<file path="config.mk">
export PLATFORM = sky130hd
export DESIGN_NAME = ethernet_ipv4_header_classifier_top
export DESIGN_NICKNAME = d
export VERILOG_FILES = /design/src/rtl/ehc_pkg.sv /design/src/rtl/ehc_capture.sv /design/src/rtl/ethernet_ipv4_header_classifier_top.sv
export SDC_FILE = /design/constraint.sdc
export NUM_CORES = 1
export LEC_CHECK = 0
export ABC_AREA = 1
export ABC_CLOCK_PERIOD_IN_PS = 46300
export BUFFER_PORTS_ARGS = -buffer_cell sky130_fd_sc_hd__buf_2
export CAP_MARGIN = 5
export CORE_MARGIN = 2
export CORE_UTILIZATION = 35
export DETAILED_ROUTE_END_ITERATION = 7
export GPL_TIMING_DRIVEN = 0
export HOLD_SLACK_MARGIN = 0.08
export PLACE_DENSITY = 0.6
export SLEW_MARGIN = 20
export SYNTH_ARGS = -nofsm -noshare
export SYNTH_HDL_FRONTEND = slang
export SYNTH_SLANG_ARGS = --single-unit
</file>
<file path="constraint.sdc">
create_clock -name clock -period 46.3 [get_ports clock]
set_clock_uncertainty 0.2 [all_clocks]
set_input_delay 11.575 -clock clock [delete_from_list [all_inputs] [get_ports clock]]
set_output_delay 11.575 -clock clock [all_outputs]
set_load 0.03 [all_outputs]
</file>
<file path="src/rtl/ehc_pkg.sv">
// ----------------------------------------------------------------------------
// Ethernet/IPv4 header classifier package
// Shared constants, the frame class codes and the request and result types.
// ----------------------------------------------------------------------------
package ehc_pkg;

   localparam int POSITION_WIDTH = 16;
   localparam logic [POSITION_WIDTH-1:0] POS_MAX = '1;

   localparam logic [15:0] IEEE_LIMIT = 16'd1536;
   localparam logic [15:0] ETH_IPV4   = 16'h0800;
   localparam logic [15:0] ETH_IPV6   = 16'h86DD;
   localparam logic [15:0] ETH_ARP    = 16'h0806;

   localparam logic [7:0] PROTO_ICMP = 8'd1;
   localparam logic [7:0] PROTO_TCP  = 8'd6;
   localparam logic [7:0] PROTO_UDP  = 8'd17;

   localparam logic [7:0] MF_MASK  = 8'b0010_0000;
   localparam logic [7:0] IHL_MASK = 8'b0000_1111;
   localparam logic [7:0] SYN_MASK = 8'b0000_0010;
   localparam logic [7:0] FIN_MASK = 8'b0000_0001;

   localparam int IP_START    = 14;
   localparam int MAC_BYTES   = 6;
   localparam int ETYPE_POS   = 12;
   localparam int IP_FRAG_OFS = 6;
   localparam int IP_PROT_OFS = 9;
   localparam int IP_SRC_OFS  = 12;
   localparam int IP_DST_OFS  = 16;
   localparam int TCP_FLG_OFS = 13;

   typedef enum logic [2:0] {
      CLASS_IEEE  = 3'd0,
      CLASS_ICMP  = 3'd1,
      CLASS_TCP   = 3'd2,
      CLASS_UDP   = 3'd3,
      CLASS_IPV4  = 3'd4,
      CLASS_IPV6  = 3'd5,
      CLASS_ARP   = 3'd6,
      CLASS_OTHER = 3'd7
   } class_type;

   typedef struct packed {
      logic [7:0]  data_byte;
      logic        last_byte;
      logic [15:0] frame_length;
   } req_type;

   typedef struct packed {
      class_type   frame_class;
      logic [15:0] length_out;
      logic [47:0] dest_mac;
      logic [47:0] source_mac;
      logic [31:0] source_ip;
      logic [31:0] dest_ip;
      logic [15:0] src_port;
      logic [15:0] dest_port;
      logic        more_fragments;
      logic        syn_seen;
      logic        fin_seen;
   } rsp_type;

endpackage

</file>
<file path="src/rtl/ehc_capture.sv">
// ----------------------------------------------------------------------------
// Header field capture
// Tracks the byte position in the frame, captures header fields per byte and
// forms the frame summary from the updated fields.
// ----------------------------------------------------------------------------
module ehc_capture import ehc_pkg::*; (
   input  logic    clock,
   input  logic    reset,
   input  logic    step,
   input  req_type req,
   output rsp_type result
);

   logic [POSITION_WIDTH-1:0] pos_ff, pos_in;
   logic [15:0] held_length_ff, held_length_in;
   logic [15:0] ether_kind_ff, ether_kind_in;
   logic [3:0]  header_words_ff, header_words_in;
   logic [7:0]  ip_protocol_ff, ip_protocol_in;
   logic [47:0] dest_mac_ff, dest_mac_in;
   logic [47:0] source_mac_ff, source_mac_in;
   logic [31:0] source_ip_ff, source_ip_in;
   logic [31:0] dest_ip_ff, dest_ip_in;
   logic [31:0] port_pair_ff, port_pair_in;
   logic [2:0]  flag_bits_ff, flag_bits_in;

   always_comb begin
      logic [7:0] b;
      logic first;
      logic [6:0] t0;
      logic [POSITION_WIDTH-1:0] t0_pos;
      logic [POSITION_WIDTH-1:0] q;
      logic is_ip, is_tcp, is_udp;
      class_type cls;

      b = req.data_byte;
      first = (pos_ff == '0);

      // clear captures and load the frame length at frame start
      held_length_in  = first ? req.frame_length : held_length_ff;
      ether_kind_in   = first ? '0 : ether_kind_ff;
      header_words_in = first ? '0 : header_words_ff;
      ip_protocol_in  = first ? '0 : ip_protocol_ff;
      dest_mac_in     = first ? '0 : dest_mac_ff;
      source_mac_in   = first ? '0 : source_mac_ff;
      source_ip_in    = first ? '0 : source_ip_ff;
      dest_ip_in      = first ? '0 : dest_ip_ff;
      port_pair_in    = first ? '0 : port_pair_ff;
      flag_bits_in    = first ? '0 : flag_bits_ff;
      pos_in          = pos_ff;
      t0              = '0;
      t0_pos          = '0;
      q               = '0;

      if (pos_ff != POS_MAX) begin
         for (int i = 0; i < MAC_BYTES; i++) begin
            if (pos_ff == POSITION_WIDTH'(i)) begin
               dest_mac_in[8*i +: 8] = dest_mac_in[8*i +: 8] | b;
            end
            if (pos_ff == POSITION_WIDTH'(MAC_BYTES + i)) begin
               source_mac_in[8*i +: 8] = source_mac_in[8*i +: 8] | b;
            end
         end
         if (pos_ff == POSITION_WIDTH'(ETYPE_POS)) begin
            ether_kind_in[15:8] = b;
         end
         if (pos_ff == POSITION_WIDTH'(ETYPE_POS + 1)) begin
            ether_kind_in[7:0] = b;
         end
         if (pos_ff >= POSITION_WIDTH'(IP_START) && ether_kind_in == ETH_IPV4) begin
            if (pos_ff == POSITION_WIDTH'(IP_START)) begin
               header_words_in = 4'(b & IHL_MASK);
            end
            if (pos_ff == POSITION_WIDTH'(IP_START + IP_FRAG_OFS) && (b & MF_MASK) != '0) begin
               flag_bits_in[2] = 1'b1;
            end
            if (pos_ff == POSITION_WIDTH'(IP_START + IP_PROT_OFS)) begin
               ip_protocol_in = b;
            end
            for (int i = 0; i < 4; i++) begin
               if (pos_ff == POSITION_WIDTH'(IP_START + IP_SRC_OFS + i)) begin
                  source_ip_in[8*(3-i) +: 8] = source_ip_in[8*(3-i) +: 8] | b;
               end
               if (pos_ff == POSITION_WIDTH'(IP_START + IP_DST_OFS + i)) begin
                  dest_ip_in[8*(3-i) +: 8] = dest_ip_in[8*(3-i) +: 8] | b;
               end
            end
            // transport header follows the IP header
            t0 = 7'(IP_START) + {1'b0, header_words_in, 2'b00};
            t0_pos = POSITION_WIDTH'(t0);
            q = pos_ff - t0_pos;
            if (pos_ff >= t0_pos) begin
               for (int i = 0; i < 4; i++) begin
                  if (q == POSITION_WIDTH'(i)) begin
                     port_pair_in[8*(3-i) +: 8] = port_pair_in[8*(3-i) +: 8] | b;
                  end
               end
               if (q == POSITION_WIDTH'(TCP_FLG_OFS)) begin
                  if ((b & SYN_MASK) != '0) begin
                     flag_bits_in[1] = 1'b1;
                  end
                  if ((b & FIN_MASK) != '0) begin
                     flag_bits_in[0] = 1'b1;
                  end
               end
            end
         end
         pos_in = pos_ff + POSITION_WIDTH'(1);
      end

      if (req.last_byte) begin
         pos_in = '0;
      end

      if (ether_kind_in < IEEE_LIMIT) begin
         cls = CLASS_IEEE;
      end else if (ether_kind_in == ETH_IPV4) begin
         if (ip_protocol_in == PROTO_ICMP) begin
            cls = CLASS_ICMP;
         end else if (ip_protocol_in == PROTO_TCP) begin
            cls = CLASS_TCP;
         end else if (ip_protocol_in == PROTO_UDP) begin
            cls = CLASS_UDP;
         end else begin
            cls = CLASS_IPV4;
         end
      end else if (ether_kind_in == ETH_IPV6) begin
         cls = CLASS_IPV6;
      end else if (ether_kind_in == ETH_ARP) begin
         cls = CLASS_ARP;
      end else begin
         cls = CLASS_OTHER;
      end

      is_ip  = (ether_kind_in == ETH_IPV4);
      is_tcp = (cls == CLASS_TCP);
      is_udp = (cls == CLASS_UDP);

      result.frame_class    = cls;
      result.length_out     = held_length_in;
      result.dest_mac       = dest_mac_in;
      result.source_mac     = source_mac_in;
      result.source_ip      = is_ip ? source_ip_in : '0;
      result.dest_ip        = is_ip ? dest_ip_in : '0;
      result.src_port       = (is_tcp || is_udp) ? port_pair_in[31:16] : '0;
      result.dest_port      = (is_tcp || is_udp) ? port_pair_in[15:0] : '0;
      result.more_fragments = is_ip & flag_bits_in[2];
      result.syn_seen       = is_tcp & flag_bits_in[1];
      result.fin_seen       = is_tcp & flag_bits_in[0];
   end

   always_ff @(posedge clock) begin
      if (reset) begin
         pos_ff <= '0;
      end else if (step) begin
         pos_ff <= pos_in;
      end
   end

   always_ff @(posedge clock) begin
      if (step) begin
         held_length_ff  <= held_length_in;
         ether_kind_ff   <= ether_kind_in;
         header_words_ff <= header_words_in;
         ip_protocol_ff  <= ip_protocol_in;
         dest_mac_ff     <= dest_mac_in;
         source_mac_ff   <= source_mac_in;
         source_ip_ff    <= source_ip_in;
         dest_ip_ff      <= dest_ip_in;
         port_pair_ff    <= port_pair_in;
         flag_bits_ff    <= flag_bits_in;
      end
   end

`ifndef ASSERT_OFF
   a_rearm: assert property (@(posedge clock) disable iff (reset)
      step && req.last_byte |=> pos_ff == '0)
      else $error("position not rearmed after last byte");

   a_advance: assert property (@(posedge clock) disable iff (reset)
      step && !req.last_byte && pos_ff != POS_MAX
         |=> pos_ff == $past(pos_ff) + POSITION_WIDTH'(1))
      else $error("position did not advance");

   a_hold: assert property (@(posedge clock) disable iff (reset)
      !step |=> $stable(pos_ff))
      else $error("position moved without an item");
`endif

endmodule

</file>
<file path="src/rtl/ethernet_ipv4_header_classifier_top.sv">
// ----------------------------------------------------------------------------
// Ethernet/IPv4 header classifier
// Byte-wide frame parser that emits one header summary per frame.
//
//   channel  direction  handshake              payload
//   req      in         req_valid / req_ready  req_data  (req_type)
//   rsp      out        rsp_valid / rsp_ready  rsp_data  (rsp_type)
//
// One byte per cycle sustained unless a stalled result holds a last byte;
// the input register holds each byte, the result register the summary.
// Reset clears the position counter and both valid flags.
// A stalled result blocks only a last byte; other bytes keep flowing.
// ----------------------------------------------------------------------------
module ethernet_ipv4_header_classifier_top import ehc_pkg::*; (
   input  logic    clock,
   input  logic    reset,
   input  logic    req_valid,
   output logic    req_ready,
   input  req_type req_data,
   output logic    rsp_valid,
   input  logic    rsp_ready,
   output rsp_type rsp_data
);

   logic    req_valid_ff, req_valid_in;
   req_type req_ff;
   logic    rsp_valid_ff, rsp_valid_in;
   rsp_type rsp_ff;
   logic    out_free;
   logic    step;
   rsp_type result;

   ehc_capture u_capture (
      .clock  (clock),
      .reset  (reset),
      .step   (step),
      .req    (req_ff),
      .result (result)
   );

   always_comb begin
      out_free  = !rsp_valid_ff || rsp_ready;
      step      = req_valid_ff && (!req_ff.last_byte || out_free);
      req_ready = !req_valid_ff || step;

      req_valid_in = req_ready ? req_valid : req_valid_ff;

      rsp_valid_in = rsp_valid_ff && !rsp_ready;
      if (step && req_ff.last_byte) begin
         rsp_valid_in = 1'b1;
      end
   end

   always_ff @(posedge clock) begin
      if (reset) begin
         req_valid_ff <= 1'b0;
         rsp_valid_ff <= 1'b0;
      end else begin
         req_valid_ff <= req_valid_in;
         rsp_valid_ff <= rsp_valid_in;
      end
   end

   always_ff @(posedge clock) begin
      if (req_valid && req_ready) begin
         req_ff <= req_data;
      end
      if (step && req_ff.last_byte) begin
         rsp_ff <= result;
      end
   end

   assign rsp_valid = rsp_valid_ff;
   assign rsp_data  = rsp_ff;

`ifndef ASSERT_OFF
   a_rsp_after_last: assert property (@(posedge clock) disable iff (reset)
      step && req_ff.last_byte |=> rsp_valid_ff)
      else $error("no summary after last byte");

   a_no_overwrite: assert property (@(posedge clock) disable iff (reset)
      rsp_valid_ff && !rsp_ready |-> !(step && req_ff.last_byte))
      else $error("pending summary overwritten");

   a_hold_input: assert property (@(posedge clock) disable iff (reset)
      req_valid_ff && !step |=> req_valid_ff && $stable(req_ff))
      else $error("held byte lost");
`endif

endmodule
</file>
==> impl_results.md, run 1 <==
- WL/cell: 18.47 µm
- Peak supply drop: 22.01 µV
- Die width: 246.4 µm
- Clock Path Buffers: 3
- Critical path capture point type: output port
- DRT Pass-1 Iters: 6
- Cell Area, Placed: 22870 µm²
- Setup repair bufs after CTS: 0
- Switch Pwr: 0.0002361 W
- Internal power: 0.0007723 W
- CP required: 34.52 ns
- Worst setup path start: rsp_ready
- Vias: 13910
- Sink Count: 496
- Area growth from synthesis to final layout: 19.54%
- Synth Instances: 1739
- Resize count post-CTS: 0
- Post-DP HPWL: 35.80 mm
- Power Dens Cells: 41.03 nW/µm²
- Worst r2r src: u_capture.pos_ff[1]$_SDFFE_PP0P_
- GPL Wtd Cong: 0.8643
- Dominant synthesized flop cell: edfxtp_1
- Worst-path fanout max: 3
- Hold WC Path Type: reg -> reg
- Warnings from Yosys: 0
- Final instance area: 24580 µm²
- Area occupied by multi-input gates: 4807 µm²
- Status: complete, no violations
- Layout cells sized above 1: 0.1981
- Worst slew margin: 0.3934
- RSZ-0062 raised after global routing: false
- Area leader, netlist: edfxtp_1
- Boundary Pins: 245
- Setup Viol. Count Final: 0
- Diode count: 0
- DRC: 0
- Sw Share: 0.2341
- Clk slew on worst S/H paths: 0.06 ns
- Nature of the critical path startpoint: input pin
- Crit Path Category: in -> out
- CP Data Arrival Time: 12.18 ns
- Async S/R FF share, synth: 0
- Die area: 60700 µm²
- Most common cell in the netlist: edfxtp_1
- CTS root buffer: clkbuf_16
- Final hold vios: 0
- Final min period: 23.95 ns
- Final period util: 0.5173
- EDFF count, synth: 478
- Initial antenna violation count: 0
- Worst r2r dst: rsp_data[18]$_SDFFCE_PN0P_
- Max-slew violations: 0
- Core ar.: 57920 µm²
- Port Buffer Count: 244
- Critical Path End: req_ready
- Hold Buf Count CTS: 0
- Vias in the first global route: 13180
- Yosys cell types: 40
- H-Tree Depth: 2
- NumNets Final: 2081
- Top post-synthesis cells by area: edfxtp_1 70%, nand2_1 7.7%, o21ai_0 5.3%
- R2R cell count: 28
- TNS Setup: 0 ns
- Worst-margin pin slew: 0.9100 ns
- Via density per instance: 4.888
- Synthesized cell area: 20560 µm²
- Max-Cap Viols: 0
- Seq/Total Area, Yosys: 0.7156
- Clk_lat worst skew: 0.61 ns
- Net Count, Synth: 1779
- Post-Route WL: 52.55 mm
- Sequential power share: 0.513
- Total Routing Usage GR: 0.1696
- Static Leak: 9.042 nW
- Reg2reg setup slack: 39.58 ns
- Combinational share of power: 0.070
- Layout fillers: 5509
- Initial Utilization: 0.3550
- Rows: 88
- Post-synth top cells: 478 x edfxtp_1, 420 x nand2_1, 218 x o21ai_0, 185 x inv_1, 125 x nor2_1
- Flops & latches, synth: 496
- Max Fclk: 41.75 MHz
- CTS tree: built
- DRT iter0 DRCs: 1301
- Reg area: 14710 µm²
- Hold Crit Depth: 1
- Post-DRT Antenna Nets: 0
- Top cell type's share of synthesized area: 0.6981
- Die height: 246.4 µm
- Final core utilization: 0.4244
- Maximum number of pins on one net before global-route repair: 99
- GRT overflow: 0
- CTS Buf Count: 52
- First-pass GRT wire length: 78.71 mm
- Clock share of power: 0.417
- Mean Syn Cell Area: 11.82 µm²
## kinds of logic after synthesis
family                     share of synthesized area
buffers and inverters                        0.05063
xor gates and xnor gates                    0.002130
DFF                                           0.7156
AOI/OAI and AO/OA                            0.06201
adders and majority gates                   0.007059
and+or+nand+nor                               0.1626
## sequential cells by signal, indices dropped and copies added (netlist names), 4 cells and up
| name | flops |
|---|---|
| rsp_data | 214 |
| u_capture.source_mac_ff | 48 |
| u_capture.port_pair_ff | 32 |
| u_capture.ip_protocol_ff | 8 |
| req_ff | 25 |
| u_capture.held_length_ff | 16 |
| u_capture.ether_kind_ff | 16 |
| u_capture.source_ip_ff | 32 |
| u_capture.dest_mac_ff | 48 |
| u_capture.header_words_ff | 4 |
| u_capture.dest_ip_ff | 32 |
| u_capture.pos_ff | 16 |
## worst max-delay path: stages
cell     delay [ns]
buf_2          0.10
nor2_1         0.16
nand3_1        0.14
buf_2          0.20
## per-stage QoR
stage	std cells	hold WS (ns)	worst slack, ns	total power, W
final	2845	0.3051	22.35	0.001008
after global routing	2845	0.3461	22.31	0.001042
after CTS	2845	0.3127	22.34	0.001018
after detailed placement	2752	0.3014	22.35	0.0005977
after global placement	2748	0.2836	17.71	0.0005997
after floorplan	1739	0.2626	22.51	0.0005759
## worst min path at each step
stage	slack [ns]	to	from
6_report	0.31	u_capture.pos_ff[0]$_SDFFE_PP0P_	u_capture.pos_ff[0]$_SDFFE_PP0P_
5_1_grt	0.35	u_capture.pos_ff[0]$_SDFFE_PP0P_	u_capture.pos_ff[0]$_SDFFE_PP0P_
4_1_cts	0.31	u_capture.pos_ff[11]$_SDFFE_PP0P_	u_capture.pos_ff[11]$_SDFFE_PP0P_
3_5_place_dp	0.30	u_capture.pos_ff[0]$_SDFFE_PP0P_	u_capture.pos_ff[0]$_SDFFE_PP0P_
3_3_place_gp	0.28	u_capture.pos_ff[0]$_SDFFE_PP0P_	u_capture.pos_ff[0]$_SDFFE_PP0P_
2_1_floorplan	0.26	u_capture.pos_ff[0]$_SDFFE_PP0P_	u_capture.pos_ff[0]$_SDFFE_PP0P_
## per-layer routing
layer	up-vias	wire (µm)	share of wire	global-route usage
met4	0	929	0.018	0.04128
met1	6794	23250	0.44	0.2381
li1	6583	-	-	-
met2	466	25150	0.48	0.2739
met3	64	3227	0.061	0.02908
met5	-	0	0	0
## placed cells by master, fill, tap and decap left out, drive strengths merged
cell type  synthesis  layout
and2               1       1
nand3             67      67
ha                10      10
o31ai              2       2
edfxtp           478     478
clkinv             1      21
nand4             33      33
inv              189     192
clkbuf            40     101
o21ai            218     218
nor2             172     172
a211oi             1       1
nor4               6       6
or2                1       1
nand3b             1       1
xnor2              2       2
a31oi              3       3
bufinv             0       6
o211ai             1       1
nor3              12      12
nor3b              2       2
xor2               3       3
dfxtp             18      18
a21oi             21      21
nand2            433     433
clkinvlp           0       3
buf               20     268
a2111oi            2       2
fa                 1       1
a221oi             1       1
## power groups by stage
| stage | Clock, W | Sequential [W] | Combinational, W |
|---|---|---|---|
| after floorplan | 0 | 0.000538 | 0.0000383 |
| after global placement | 0 | 0.000532 | 0.0000681 |
| after detailed placement | 0 | 0.000527 | 0.0000709 |
| after CTS | 0.000430 | 0.000517 | 0.0000710 |
| after global routing | 0.000447 | 0.000519 | 0.0000774 |
| final | 0.000421 | 0.000517 | 0.0000702 |
## layout make-up
type	instances	area share
flip-flops and latches	496	0.5986
clock buffers	61	0.05518
clock inverters	32	0.01456
multi-input cells	993	0.1956
plain buffers	60	0.01334
repair buffers	248	0.05416
well taps	765	0.03894
inverters	190	0.02963
Note: power is estimated with default switching activity, not from simulation.
==> run 2, diff against run 1 <==
--- a/config.mk
+++ b/config.mk
@@ -5,8 +5,8 @@
 export SDC_FILE = /design/constraint.sdc
 export NUM_CORES = 1
 export LEC_CHECK = 0
-export ABC_AREA = 1
-export ABC_CLOCK_PERIOD_IN_PS = 46300
+export ABC_AREA = 0
+export ABC_CLOCK_PERIOD_IN_PS = 19300
 export BUFFER_PORTS_ARGS = -buffer_cell sky130_fd_sc_hd__buf_2
 export CAP_MARGIN = 5
 export CORE_MARGIN = 2
@@ -14,7 +14,7 @@
 export DETAILED_ROUTE_END_ITERATION = 7
 export GPL_TIMING_DRIVEN = 0
 export HOLD_SLACK_MARGIN = 0.08
-export PLACE_DENSITY = 0.6
+export PLACE_DENSITY = 0.62
 export SLEW_MARGIN = 20
 export SYNTH_ARGS = -nofsm -noshare
 export SYNTH_HDL_FRONTEND = slang
==> constraint.sdc (replaced) <==
create_clock -name clock -period 19.3 [get_ports clock]
set_clock_uncertainty 0.2 [all_clocks]
set_input_delay 4.825 -clock clock [delete_from_list [all_inputs] [get_ports clock]]
set_output_delay 4.825 -clock clock [all_outputs]
set_load 0.03 [all_outputs]
==> run 2 against run 1 <==
Effect of this change: largest power group unchanged; global-route usage up 0.090 points; critical endpoint unchanged; power grew 130%; register-to-register slack worse by 27 ns; highest routed layer unchanged; wire length shrank 2.1%.
==> impl_results.md, run 2 <==
- DRT iter0 DRCs: 916
- Most frequent cells in the layout: 478 x edfxtp_1, 391 x nand2_1, 255 x buf_2
- Die area: 58740 µm²
- Warnings from Yosys: 0
- Vias: 13240
- NumNets Final: 1867
- Layout fillers: 5234
- Mean Syn Cell Area: 13.09 µm²
- DR WL met2: 23.85 mm
- Hold Path End: u_capture.held_length_ff[11]$_DFFE_PP_
- Die height: 242.4 µm
- Via density per instance: 5.053
- Post-DRT Antenna Nets: 0
- Hold Crit Depth: 2
- Core ar.: 56280 µm²
- Cell Area, Placed: 22290 µm²
- Seq/Total Area, Yosys: 0.7399
- Worst r2r dst: rsp_data[31]$_SDFFCE_PN0P_
- Port Buffer Count: 244
- Worst-path fanout max: 3
- CTS Buf Count: 52
- CP required: 14.28 ns
- Most common cell in the netlist: edfxtp_1
- Hold WC Path Type: reg -> reg
- Final core utilization: 0.4252
- Initial antenna violation count: 0
- Final min period: 10.37 ns
- Yosys cell types: 61
- Layout cells sized above 1: 0.1952
- CTS tree: built
- Maximum number of pins on one net before global-route repair: 79
- Synthesized cell area: 19890 µm²
- Hold Buf Count CTS: 0
- CP delay by family, top: buffers and inverters
- Status: complete, no violations
- Max reg flops: 214
- DRT Pass-1 Iters: 6
- Dominant synthesized flop cell: edfxtp_1
- Worst-margin pin slew: 1.038 ns
- CP max stage delay: 0.22 ns
- Post-DP HPWL: 35.16 mm
- Leading cell type in the layout, fill and taps excluded: edfxtp_1
- Diode count: 0
- Worst r2r src: u_capture.pos_ff[1]$_SDFFE_PP0P_
- Nature of the critical path startpoint: input pin
- Top cell type's share of synthesized area: 0.7218
- Final cell count without fillers: 2621
- GPL Wtd Cong: 0.8957
- Worst path slowest cell: buf_2
- Met3 wire length: 3.585 mm
- Placed cell count: 2529
- R2R cell count: 17
- Top post-synthesis cells by area: edfxtp_1 72%, nand2_1 7.4%, o21ai_0 4.5%
- CP Data Arrival Time: 5.35 ns
- H-Tree Depth: 2
- Final hold vios: 0
- Max Fclk: 96.41 MHz
- EDFF count, synth: 478
- Hold Startpoint: u_capture.held_length_ff[11]$_DFFE_PP_
- Crit Path Category: in -> out
- Hold WS: 0.3355 ns
- Final period util: 0.5374
- Rows: 87
- Reg2reg setup slack: 12.99 ns
- Post-Route WL: 51.45 mm
- GRT overflow: 0
- TNS Setup: 0 ns
- Clock Path Buffers: 3
- Final instance area: 23930 µm²
- Critical path capture point type: output port
- DRC: 0
- Setup Viol. Count Final: 0
- Flops & latches, synth: 496
- Worst slew margin: 0.3017
- Total Routing Usage GR: 0.1706
- Cell mode on critical path: buf_2
- First-pass GRT wire length: 76.77 mm
- Peak supply drop: 60.79 µV
- Post-synth top cells: 478 x edfxtp_1, 391 x nand2_1, 177 x o21ai_0, 74 x and2_1, 58 x clkbuf_1
- CTS root buffer: clkbuf_16
- Wire length on met1: 22.16 mm
- Initial Utilization: 0.3533
- WL/cell: 19.63 µm
- Setup repair bufs after CTS: 0
- WP buf/inv: 2
- Cells along the critical path: buf_2 -> nand4b_1 -> buf_2
- Area growth from synthesis to final layout: 20.35%
- Clk_lat worst skew: 0.60 ns
- Sink Count: 496
- Power Dens Cells: 98.76 nW/µm²
- Max-slew violations: 0
- Die width: 242.4 µm
- Boundary Pins: 245
- Highest Signal Layer: met4
- Net Count, Synth: 1559
- Max-Cap Viols: 0
- Synth Instances: 1519
- Static Leak: 8.722 nW
- Vias in the first global route: 12970
- Resize count post-CTS: 0
- Async S/R FF share, synth: 0
- Area leader, netlist: edfxtp_1
- RSZ-0062 raised after global routing: false
- Clk slew on worst S/H paths: 0.06 ns
## run 2: cell types whose count changed after synthesis, sizes merged, moves of 35 or more
cell and change:
nor2 -131, nand3 -45, o21ai -35, and2 +76, inv -179, nand2 -41
## run 2: power breakdown
part,internal (W),switching (W)
clock,0.000568,0.000412
sequential,0.00123,0.0000135
combinational,0.0000345,0.000109
## run 2: cells by family after synthesis
| group | after synthesis | share of synthesized area |
|---|---|---|
| buffers and inverters | 86 | 0.01693 |
| muxes | 6 | 0.003146 |
| and+or+nand+nor | 628 | 0.1482 |
| adders and majority gates | 11 | 0.007299 |
| xor gates and xnor gates | 15 | 0.006606 |
| DFF | 496 | 0.7399 |
| AOI/OAI and AO/OA | 277 | 0.07790 |
## run 2: final cells by class
class | count | area, µm² | share of cell area
buffer | 76 | 299.0 | 0.01250
clock buffer | 62 | 1360 | 0.05683
clock inverter | 30 | 285.3 | 0.01192
inverter | 10 | 45.04 | 0.001882
multi-input combinational | 937 | 4868 | 0.2034
sequential | 496 | 14710 | 0.6148
tap | 756 | 945.9 | 0.03953
timing repair buffer | 254 | 1414 | 0.05908
## run 2: worst max path at each step
stage,slack (ns),depth (start not counted),from,end
after CTS,8.94,3,rsp_ready,req_ready
after detailed placement,8.94,3,rsp_ready,req_ready
after floorplan,3.33,4,rsp_ready,rsp_data[0]$_DFFE_PP_
after global placement,-2.09,5,rsp_ready,rsp_data[166]$_DFFE_PP_
after global routing,8.91,3,rsp_ready,req_ready
final,8.93,3,rsp_ready,req_ready
## run 2: per-stage QoR
| step | total power [W] | worst slack [ns] |
|---|---|---|
| global route | 0.002448 | 8.906 |
| detailed placement | 0.001407 | 8.944 |
| floorplan | 0.001356 | 3.326 |
| CTS | 0.002389 | 8.937 |
| finish | 0.002363 | 8.928 |
| global placement | 0.001411 | -2.086 |
## run 2: layer usage
metal / vias to the layer above / GRT usage
li1: 6165 / -
met1: 6472 / 0.2304
met2: 494 / 0.2685
met3: 112 / 0.03589
met4: 0 / 0.06917
met5: - / 0
## run 2: worst reg2reg max path, delay by kind of cell (launching register included)
| kind | cells | cell delay, ns |
|---|---|---|
| AO/OA/AOI/OAI | 6 | 1.67 |
| AND/OR/NAND/NOR | 5 | 1.45 |
| buffers and inverters | 3 | 1.37 |
| adder cells (fa/ha/maj) | 2 | 0.59 |
| flip-flops | 1 | 0.54 |
| multiplexers | 1 | 0.31 |
==> run 3, diff against run 2 <==
--- a/config.mk
+++ b/config.mk
@@ -6,7 +6,7 @@
 export NUM_CORES = 1
 export LEC_CHECK = 0
 export ABC_AREA = 0
-export ABC_CLOCK_PERIOD_IN_PS = 19300
+export ABC_CLOCK_PERIOD_IN_PS = 10200
 export BUFFER_PORTS_ARGS = -buffer_cell sky130_fd_sc_hd__buf_2
 export CAP_MARGIN = 5
 export CORE_MARGIN = 2
@@ -14,7 +14,7 @@
 export DETAILED_ROUTE_END_ITERATION = 7
 export GPL_TIMING_DRIVEN = 0
 export HOLD_SLACK_MARGIN = 0.08
-export PLACE_DENSITY = 0.62
+export PLACE_DENSITY = 0.6
 export SLEW_MARGIN = 20
 export SYNTH_ARGS = -nofsm -noshare
 export SYNTH_HDL_FRONTEND = slang
==> constraint.sdc (replaced) <==
create_clock -name clock -period 10.2 [get_ports clock]
set_clock_uncertainty 0.2 [all_clocks]
set_input_delay 2.55 -clock clock [delete_from_list [all_inputs] [get_ports clock]]
set_output_delay 2.55 -clock clock [all_outputs]
set_load 0.03 [all_outputs]
==> run 3 against run 2 <==
Effect of this change: setup slack got worse by 5.0 ns; via count decreased by 0.49%; first-iteration DRC count rose by 10%; cell area is 1.4% higher.
==> impl_results.md, run 3 (synthesis results as in run 2) <==
- Status: complete, no violations
- CTS root buffer: clkbuf_16
- Reg2reg setup slack: 3.91 ns
- First-pass GRT wire length: 77.60 mm
- Boundary Pins: 245
- Cells along the critical path: inv_1 -> ha_1 -> nor3b_1 -> nand4_1 -> clkbuf_1 -> clkbuf_1 -> nand2_1 -> o21ai_0 -> ha_1 -> a21o_1 -> a21o_1 -> a21boi_0 -> mux2i_1 -> o211ai_1 -> nor4b_2 -> buf_2 -> nand2_1 -> a21oi_1
- Max-slew violations: 0
- Final period util: 0.6164
- Total Routing Usage GR: 0.1719
- R2R cell count: 18
- Hold WS: 0.3344 ns
- Vias: 13180
- GPL Wtd Cong: 0.8917
- Hold WC Path Type: reg -> reg
- DRC: 0
- CTS Buf Count: 53
- Worst slew margin: 0.3434
- CP Data Arrival Time: 6.50 ns
- Critical path capture point type: flop
- Final min period: 6.288 ns
- Die height: 242.4 µm
- Resize count post-CTS: 0
- Hold Crit Depth: 2
- Post-DP HPWL: 35.51 mm
- Post-DRT Antenna Nets: 0
- Die area: 58740 µm²
- Sink Count: 496
- CTS tree: built
- Hold Startpoint: req_ff[10]$_DFFE_PP_
- Most frequent cells in the layout: 478 x edfxtp_1, 391 x nand2_1, 255 x buf_2
- Max-Cap Viols: 0
- CP delay by family, top: compound AO/OA/AOI/OAI gates
- Max Fclk: 159.0 MHz
- Initial Utilization: 0.3533
- Vias in the first global route: 12770
- Clk slew on worst S/H paths: 0.06 ns
- Setup Viol. Count Final: 0
- NumNets Final: 1873
- RSZ-0062 raised after global routing: false
- Worst r2r dst: rsp_data[7]$_SDFFCE_PN0P_
- TNS Setup: 0 ns
- WP buf/inv: 4
- CP max stage delay: 0.60 ns
- Die width: 242.4 µm
- Clk_lat worst skew: 0.59 ns
- Crit Path Category: reg -> reg
- Peak supply drop: 129.2 µV
- DRT Pass-1 Iters: 4
- Setup repair bufs after CTS: 0
- Layout cells sized above 1: 0.2032
- Hold Path End: rsp_data[205]$_DFFE_PP_
- Diode count: 0
- Power Dens Cells: 193.6 nW/µm²
- Max reg flops: 214
- Clock Path Buffers: 3
- Rows: 87
- Static Leak: 8.868 nW
- H-Tree Depth: 2
- Via density per instance: 5.009
- GRT overflow: 0
- Worst r2r src: u_capture.pos_ff[1]$_SDFFE_PP0P_
- Hold Buf Count CTS: 0
- Worst path slowest cell: clkbuf_1
- Worst-margin pin slew: 0.9849 ns
- Core ar.: 56280 µm²
- Initial antenna violation count: 1
- DRT iter0 DRCs: 1012
- Port Buffer Count: 244
- Maximum number of pins on one net before global-route repair: 53
- Final hold vios: 0
- Post-Route WL: 51.99 mm
- Nature of the critical path startpoint: flop
- Worst-path fanout max: 10
- Leading cell type in the layout, fill and taps excluded: edfxtp_1
- WL/cell: 19.76 µm
- CP required: 10.42 ns
- Area growth from synthesis to final layout: 22.02%
## run 3: cell types whose count changed in the layout (fill, tap and decap cells not counted), moves of 2 or more
| cell | before | now |
|---|---|---|
| clkinv_4 | 0 | 3 |
| buf_12 | 2 | 8 |
| clkbuf_8 | 0 | 2 |
| bufinv_16 | 5 | 11 |
| clkinvlp_4 | 3 | 5 |
| clkbuf_1 | 67 | 60 |
## run 3: worst max path at each step
stage,startpoint,to,slack [ns],depth (start not counted)
2_1_floorplan,rsp_ready,rsp_data[0]$_DFFE_PP_,0.98,4
3_3_place_gp,rsp_ready,rsp_data[155]$_DFFE_PP_,-2.02,5
3_5_place_dp,u_capture.pos_ff[1]$_SDFFE_PP0P_,rsp_data[26]$_SDFFCE_PN0P_,4.03,17
4_1_cts,u_capture.pos_ff[1]$_SDFFE_PP0P_,rsp_data[7]$_SDFFCE_PN0P_,4.00,18
5_1_grt,u_capture.pos_ff[1]$_SDFFE_PP0P_,rsp_data[7]$_SDFFCE_PN0P_,3.52,18
6_report,u_capture.pos_ff[1]$_SDFFE_PP0P_,rsp_data[7]$_SDFFCE_PN0P_,3.91,18
## run 3: report_power, final
part	internal [W]	leakage [nW]	switching, W
Sequential	0.00232	4.81	0.0000250
Combinational	0.0000681	3.13	0.000208
Clock	0.00126	0.921	0.000815
## run 3: tightest hold or removal path: cells and delay by family (launching register included)
kind,cells,cell delay (ns)
AND/OR/NAND/NOR,2,0.11
flip-flops,1,0.32
## run 3: through the flow
| stage | setup WS (ns) | cells | util | instance area [µm²] | total power [W] |
|---|---|---|---|---|---|
| after floorplan | 0.9789 | 1519 | - | 19890 | 0.002559 |
| after global placement | -2.018 | 2519 | 0.3919 | 22060 | 0.002660 |
| after detailed placement | 4.033 | 2534 | 0.3976 | 22380 | 0.002666 |
| after CTS | 3.997 | 2631 | 0.4311 | 24260 | 0.004752 |
| after global routing | 3.525 | 2631 | 0.4311 | 24260 | 0.004862 |
| final | 3.912 | 2631 | 0.4311 | 24260 | 0.004698 |
## run 3: per-layer routing
metal,GRT usage,share of wire
met2,0.2733,0.47
met1,0.2376,0.43
met4,0.05047,0.024
met5,0,0
met3,0.03634,0.073
## run 3: cell type report
cell class	instances	area, µm²
clock buffer	58	1386
sequential	496	14710
multi-input combinational	937	4868
clock inverter	39	501.7
buffer	76	299.0
timing repair buffer	259	1506
tap	756	945.9
inverter	10	41.29
fill	5225	32010
